### src/rtl/chps_pkg.sv
// chps_pkg: shared types, constants and helpers for the closest hash pair search unit
// depends on nothing; every other file of the block but chps_ram refers to it by scoped names

package chps_pkg;

    // field widths
    localparam int HASH_W  = 64;
    localparam int MODE_W  = 2;
    localparam int INDEX_W = 16;
    localparam int DIST_W  = 7;

    // distance that means no pair seen yet
    localparam logic [DIST_W-1:0] DIST_NONE = 7'd64;

    // defaults
    localparam int                WINDOW_DEPTH_DEF = 64;
    localparam logic [DIST_W-1:0] THRESHOLD_RESET  = 7'd4;

    // command queue between front and back
    localparam int QUEUE_DEPTH = 2;

    // input mode codes
    localparam logic [MODE_W-1:0] MODE_LOAD_A = 2'd0;
    localparam logic [MODE_W-1:0] MODE_LOAD_B = 2'd1;
    localparam logic [MODE_W-1:0] MODE_SEARCH = 2'd2;

    // work handed from front to back
    typedef enum logic [1:0] {
        OP_LOAD_A = 2'd0,
        OP_LOAD_B = 2'd1,
        OP_SEARCH = 2'd2
    } op_t;

    typedef struct packed {
        op_t                op;
        logic [HASH_W-1:0]  hash_value;
        logic [INDEX_W-1:0] base_a;
        logic [INDEX_W-1:0] base_b;
    } cmd_t;

    // population count of one byte
    function automatic logic [3:0] popcount8(input logic [7:0] b);
        logic [3:0] n;
        n = 4'd0;
        for (int i = 0; i < 8; i++)
        begin
            n = n + {3'd0, b[i]};
        end
        return n;
    endfunction

endpackage

### src/rtl/chps_in_if.sv
// chps_in_if: request channel of the closest hash pair search unit
// depends on chps_pkg for field widths

interface chps_in_if;
    logic                         valid;
    logic                         ready;
    logic [chps_pkg::MODE_W-1:0]  mode;
    logic [chps_pkg::HASH_W-1:0]  hash_value;
    logic [chps_pkg::INDEX_W-1:0] base_a;
    logic [chps_pkg::INDEX_W-1:0] base_b;

    modport source (output valid, output mode, output hash_value, output base_a,
                    output base_b, input ready);
    modport sink (input valid, input mode, input hash_value, input base_a,
                  input base_b, output ready);
endinterface

### src/rtl/chps_front.sv
// chps_front: accepts request beats, turns the mode into a command, queues it for the back
// depends on chps_pkg and chps_in_if

module chps_front (
    input  logic           clk,
    input  logic           rst_n,
    chps_in_if.sink        req,
    output logic           cmd_valid,
    output chps_pkg::cmd_t cmd,
    input  logic           cmd_pop
);

    localparam int QD  = chps_pkg::QUEUE_DEPTH;
    localparam int QAW = (QD > 1) ? $clog2(QD) : 1;
    localparam int QCW = $clog2(QD + 1);

    chps_pkg::cmd_t entry_reg [QD];
    logic [QAW-1:0] wr_ptr_reg, wr_ptr_next;
    logic [QAW-1:0] rd_ptr_reg, rd_ptr_next;
    logic [QCW-1:0] cnt_reg, cnt_next;

    logic           accept;
    logic           push;
    logic           pop;
    chps_pkg::cmd_t new_cmd;

    assign req.ready = (cnt_reg < QCW'(QD));
    assign accept    = req.valid && req.ready;

    // classify the beat; the unused mode is taken and dropped
    always_comb
    begin
        new_cmd.hash_value = req.hash_value;
        new_cmd.base_a     = req.base_a;
        new_cmd.base_b     = req.base_b;
        new_cmd.op         = chps_pkg::OP_SEARCH;
        push               = accept;
        unique case (req.mode)
            chps_pkg::MODE_LOAD_A: new_cmd.op = chps_pkg::OP_LOAD_A;
            chps_pkg::MODE_LOAD_B: new_cmd.op = chps_pkg::OP_LOAD_B;
            chps_pkg::MODE_SEARCH: new_cmd.op = chps_pkg::OP_SEARCH;
            default:               push       = 1'b0;
        endcase
    end

    assign cmd_valid = (cnt_reg != '0);
    assign cmd       = entry_reg[rd_ptr_reg];
    assign pop       = cmd_pop && cmd_valid;

    // queue pointers and fill level
    always_comb
    begin
        wr_ptr_next = wr_ptr_reg;
        rd_ptr_next = rd_ptr_reg;
        cnt_next    = cnt_reg;
        if (push)
        begin
            wr_ptr_next = (wr_ptr_reg == QAW'(QD - 1)) ? '0 : wr_ptr_reg + 1'b1;
        end
        if (pop)
        begin
            rd_ptr_next = (rd_ptr_reg == QAW'(QD - 1)) ? '0 : rd_ptr_reg + 1'b1;
        end
        if (push && !pop)
        begin
            cnt_next = cnt_reg + 1'b1;
        end
        else if (pop && !push)
        begin
            cnt_next = cnt_reg - 1'b1;
        end
    end

    always_ff @(posedge clk or negedge rst_n)
    begin
        if (!rst_n)
        begin
            wr_ptr_reg <= '0;
            rd_ptr_reg <= '0;
            cnt_reg    <= '0;
        end
        else
        begin
            wr_ptr_reg <= wr_ptr_next;
            rd_ptr_reg <= rd_ptr_next;
            cnt_reg    <= cnt_next;
        end
    end

    // queue storage
    always_ff @(posedge clk)
    begin
        if (push)
        begin
            entry_reg[wr_ptr_reg] <= new_cmd;
        end
    end

endmodule

### src/flat_wrapper.sv
// flat-port wrapper written by rule: the top's interface ports become plain ports
module chps_front_flat 
  (clk, rst_n, cmd_valid, cmd, cmd_pop, req_valid, req_mode, req_hash_value, req_base_a, req_base_b, req_ready);
  chps_in_if req_i ();
  input  logic clk;
  input  logic rst_n;
  output logic cmd_valid;
  output chps_pkg::cmd_t cmd;
  input  logic cmd_pop;
  input wire logic [$bits(req_i.valid)-1:0] req_valid;
  input wire logic [$bits(req_i.mode)-1:0] req_mode;
  input wire logic [$bits(req_i.hash_value)-1:0] req_hash_value;
  input wire logic [$bits(req_i.base_a)-1:0] req_base_a;
  input wire logic [$bits(req_i.base_b)-1:0] req_base_b;
  output wire logic [$bits(req_i.ready)-1:0] req_ready;
  assign req_i.valid = req_valid;
  assign req_i.mode = req_mode;
  assign req_i.hash_value = req_hash_value;
  assign req_i.base_a = req_base_a;
  assign req_i.base_b = req_base_b;
  assign req_ready = req_i.ready;
  chps_front u_core (.clk(clk), .rst_n(rst_n), .req(req_i), .cmd_valid(cmd_valid), .cmd(cmd), .cmd_pop(cmd_pop));
endmodule
### config.mk
export PLATFORM = sky130hd
export DESIGN_NAME = chps_front_flat
export DESIGN_NICKNAME = d
export VERILOG_FILES = /design/src/rtl/chps_pkg.sv /design/src/rtl/chps_in_if.sv /design/src/rtl/chps_front.sv /design/src/flat_wrapper.sv
export SDC_FILE = /design/constraint.sdc
export NUM_CORES = 1
export LEC_CHECK = 0
export ABC_AREA = 0
export BUFFER_PORTS_ARGS = -buffer_cell sky130_fd_sc_hd__buf_2
export CAP_MARGIN = 30
export CORE_UTILIZATION = 25
export CTS_CLUSTER_SIZE = 16
export DETAILED_ROUTE_END_ITERATION = 10
export GPL_TIMING_DRIVEN = 0
export PLACE_DENSITY = 0.42
export SYNTH_ARGS = -nofsm -noshare
export SYNTH_HDL_FRONTEND = slang
export SYNTH_SLANG_ARGS = --single-unit
### constraint.sdc
create_clock -name clk -period 6.6 [get_ports clk]
set_clock_uncertainty 0.2 [all_clocks]
set_input_delay 0.33 -clock clk [delete_from_list [all_inputs] [get_ports clk]]
set_output_delay 0.33 -clock clk [all_outputs]
set_load 0.01 [all_outputs]
==> impl_metrics.env <==
export IMPL_ys_ff_latch=200
export IMPL_critical_path_required_ns=6.51
export IMPL_path_class="input port to flop"
export IMPL_cts_inserted_buffers=17
export IMPL_yosys_warnings=0
export IMPL_clk_pin_slew_ns=0.07
export IMPL_core_area_sq_um=28700
export IMPL_netlist_instances=325
export IMPL_dpl_hpwl_um=10300
export IMPL_place_ws_ns=3.99
export IMPL_drc=0
export IMPL_comb_power_share_pct=29.7
export IMPL_cap_violations=0
export IMPL_ant_nets=0
export IMPL_layout_drive_gt1_share_pct=52.6
export IMPL_drt_initial_drc_count=128
export IMPL_final_setup_viol_count=0
export IMPL_worst_pin_slew_ns=0.823
export IMPL_seq_area_sq_um=5990
export IMPL_setup_worst_path_end_class="flop"
export IMPL_fp_dieW_um=173
export IMPL_peakVddDrop_mv=0.187
export IMPL_fin_cells=1044
export IMPL_rows=62
export IMPL_initial_core_util_pct=25.5
export IMPL_pin_count=202
export IMPL_synth_fp_nets=428
export IMPL_grt_pass1_vias=4479
export IMPL_fin_crit_ns=2.64
export IMPL_post_cts_buffers=0
export IMPL_root_buffer="clkbuf_16"
export IMPL_multi_input_area_sq_um=1250
export IMPL_p_seq_share_pct=43.2
export IMPL_max_stage_delay_ns=0.71
export IMPL_wire_per_inst_um=14.9
export IMPL_clock_latency_ns=0.43
export IMPL_grt_max_degree=57
export IMPL_syn_avg_cell_area_sq_um=22.5
export IMPL_grt_antenna_before_repair=0
export IMPL_start_kind="input port"
export IMPL_clockBufferDepth=2
export IMPL_grt_pass1_wl_um=24100
export IMPL_crit_path_top_delay_cell="nor2b_4"
export IMPL_hold_viol=0
export IMPL_fmax_mhz=378
export IMPL_routed_wl_um=15600
export IMPL_gp_congestion=0.703
export IMPL_slew_headroom_pct=45.0
export IMPL_leakage_nw=3.89
export IMPL_n_antenna_cell=0
export IMPL_overflow=0
export IMPL_p_switching_mw=1.14
export IMPL_power_share_clock_pct=27.1
export IMPL_tns_ns=0
export IMPL_most_common_layout_cells="buf_2, edfxtp_1, dlygate4sd3_1, mux2_2, clkbuf_16"
export IMPL_die_y_um=173
export IMPL_vias_per_cell=3.93
export IMPL_holdCritPathClass="input port to flop"
export IMPL_cellPowerDensity_nw_per_um2=364
export IMPL_path_cells="dlygate4sd3_1 > buf_2 > nand2_1 > and3_1 > nor2b_4 > buf_12 > buf_12"
export IMPL_nFillCells=2792
export IMPL_crit_family="buffers and inverters"
export IMPL_rsz0062_at_grt="false"
export IMPL_status="finished clean"
export IMPL_yosysSeqAreaShare_pct=81.9
export IMPL_final_common_cell="buf_2"
export IMPL_crit_top_cell="buf_12"
export IMPL_switching_share_pct=30.0
export IMPL_area_delta_synth_final_pct=43.2
export IMPL_largest_reg_flops=196
export IMPL_grt_use_total_pct=10.5
export IMPL_htree_num_levels=4
export IMPL_portBuffers=201
export IMPL_fin_crit_sh_pct=40.1
export IMPL_cts_sinks=200
export IMPL_synth_cell_types=17
export IMPL_cts_tree="built"
export IMPL_placed_cells=914
export IMPL_netlist_area_sq_um=7310
export IMPL_internal_power_mw=2.67
export IMPL_dieArea_sq_um=29900
export IMPL_cts_resized_gates=0
export IMPL_worstPathArrival_ns=2.56
export IMPL_finalMaxSlewViolations=0
export IMPL_worst_slack_ns=3.96
export IMPL_crit_path_max_fanout=31
export IMPL_fin_nets=750
export IMPL_num_vias=4102
export IMPL_dr_pass1_iters=4
export IMPL_critPathBufInv=4
[timing repair]
| action | CTS | global route |
|---|---|---|
| endpoints found under the setup margin | 0 | 0 |
| endpoints found under the hold margin | 198 | 0 |
| hold buffers | 98 | 0 |
[area by class of cell]
cell class	count	area share, %
Tap cell	384	4.59
Buffer	12	0.741
Sequential cell	200	57.2
Clock buffer	17	4.07
Inverter	1	0.0359
Timing Repair Buffer	303	19.9
Multi-Input combinational cell	112	11.9
Clock inverter	15	1.51
[cell usage after synthesis, drive strengths merged]
| cell type | number | share of area [%] |
|---|---|---|
| and3 | 1 | 0.086 |
| xnor2 | 3 | 0.36 |
| edfxtp | 196 | 81 |
| and2 | 1 | 0.086 |
| nor2 | 1 | 0.051 |
| inv | 1 | 0.051 |
| nor2b | 2 | 0.17 |
| mux2 | 98 | 16 |
| xor2 | 2 | 0.24 |
| nand2 | 2 | 0.10 |
| clkbuf | 1 | 0.051 |
| dfrtp | 4 | 1.4 |
| buf | 11 | 1.0 |
| or2 | 1 | 0.086 |
| ha | 1 | 0.17 |
[cell families (layout without fill, tap and decap cells)]
group                      count (synthesis)  in the layout  share of synthesized area [%]
and+or+nand+nor                            8              8                          0.582
xor gates and xnor gates                   5              5                          0.599
buffers and inverters                     13            348                           1.11
muxes                                     98             98                           15.6
adders and majority gates                  1              1                          0.171
DFF                                      200            200                           81.9
[power groups by stage]
stage / registers, mW / clock network [mW] / logic (mW)
2_1_floorplan: 1.69 / 0 / 0.676
3_3_place_gp: 1.71 / 0 / 1.08
3_5_place_dp: 1.68 / 0 / 1.12
4_1_cts: 1.65 / 1.07 / 1.17
5_1_grt: 1.66 / 1.12 / 1.22
6_report: 1.64 / 1.03 / 1.13
[worst paths after layout]
| check | startpoint | to | slack (ns) | cells past startpoint |
|---|---|---|---|---|
| max | req_mode[1] | u_core.entry_reg[0][30]$_DFFE_PP_ | 3.96 | 7 |
| min | cmd_pop | u_core.rd_ptr_reg$_DFFE_PN0P_ | 0.02 | 3 |
| min in group asynchronous | rst_n | u_core.wr_ptr_reg$_DFFE_PN0P_ | 0.05 | 2 |
| max reg2reg | u_core.cnt_reg[1]$_DFFE_PN0P_ | u_core.entry_reg[0][30]$_DFFE_PP_ | 4.10 | 5 |
| max in group asynchronous | rst_n | u_core.rd_ptr_reg$_DFFE_PN0P_ | 6.02 | 2 |
| min reg2reg | u_core.cnt_reg[0]$_DFFE_PN0P_ | u_core.cnt_reg[0]$_DFFE_PN0P_ | 0.32 | 1 |
[worst register-to-register path: cells and delay by family (launching register included)]
kind / cells / cell delay [ns]
DFF: 1 / 0.37
buffers and inverters: 3 / 0.64
and+or+nand+nor: 2 / 0.95
[layer usage]
metal	routed length (um)	vias to the layer above	track usage [%]
li1	-	1932	-
met1	6840	2044	12.7
met2	7790	120	18.1
met3	852	6	3.08
met4	116	0	3.21
met5	0	-	0
[per-stage QoR]
| stage | instance area (sq um) | hold slack [ns] | utilization [%] | power [mW] |
|---|---|---|---|---|
| floorplan | 7310 | -0.166 | - | 2.36 |
| CTS | 10500 | 0.00349 | 36.5 | 3.89 |
| global route | 10500 | 0.0455 | 36.5 | 4.00 |
| global placement | 8790 | -0.0607 | 30.6 | 2.79 |
| finish | 10500 | 0.0243 | 36.5 | 3.81 |
| detailed placement | 8900 | -0.0551 | 31.0 | 2.80 |
Note: power is estimated with default switching activity, not from simulation.
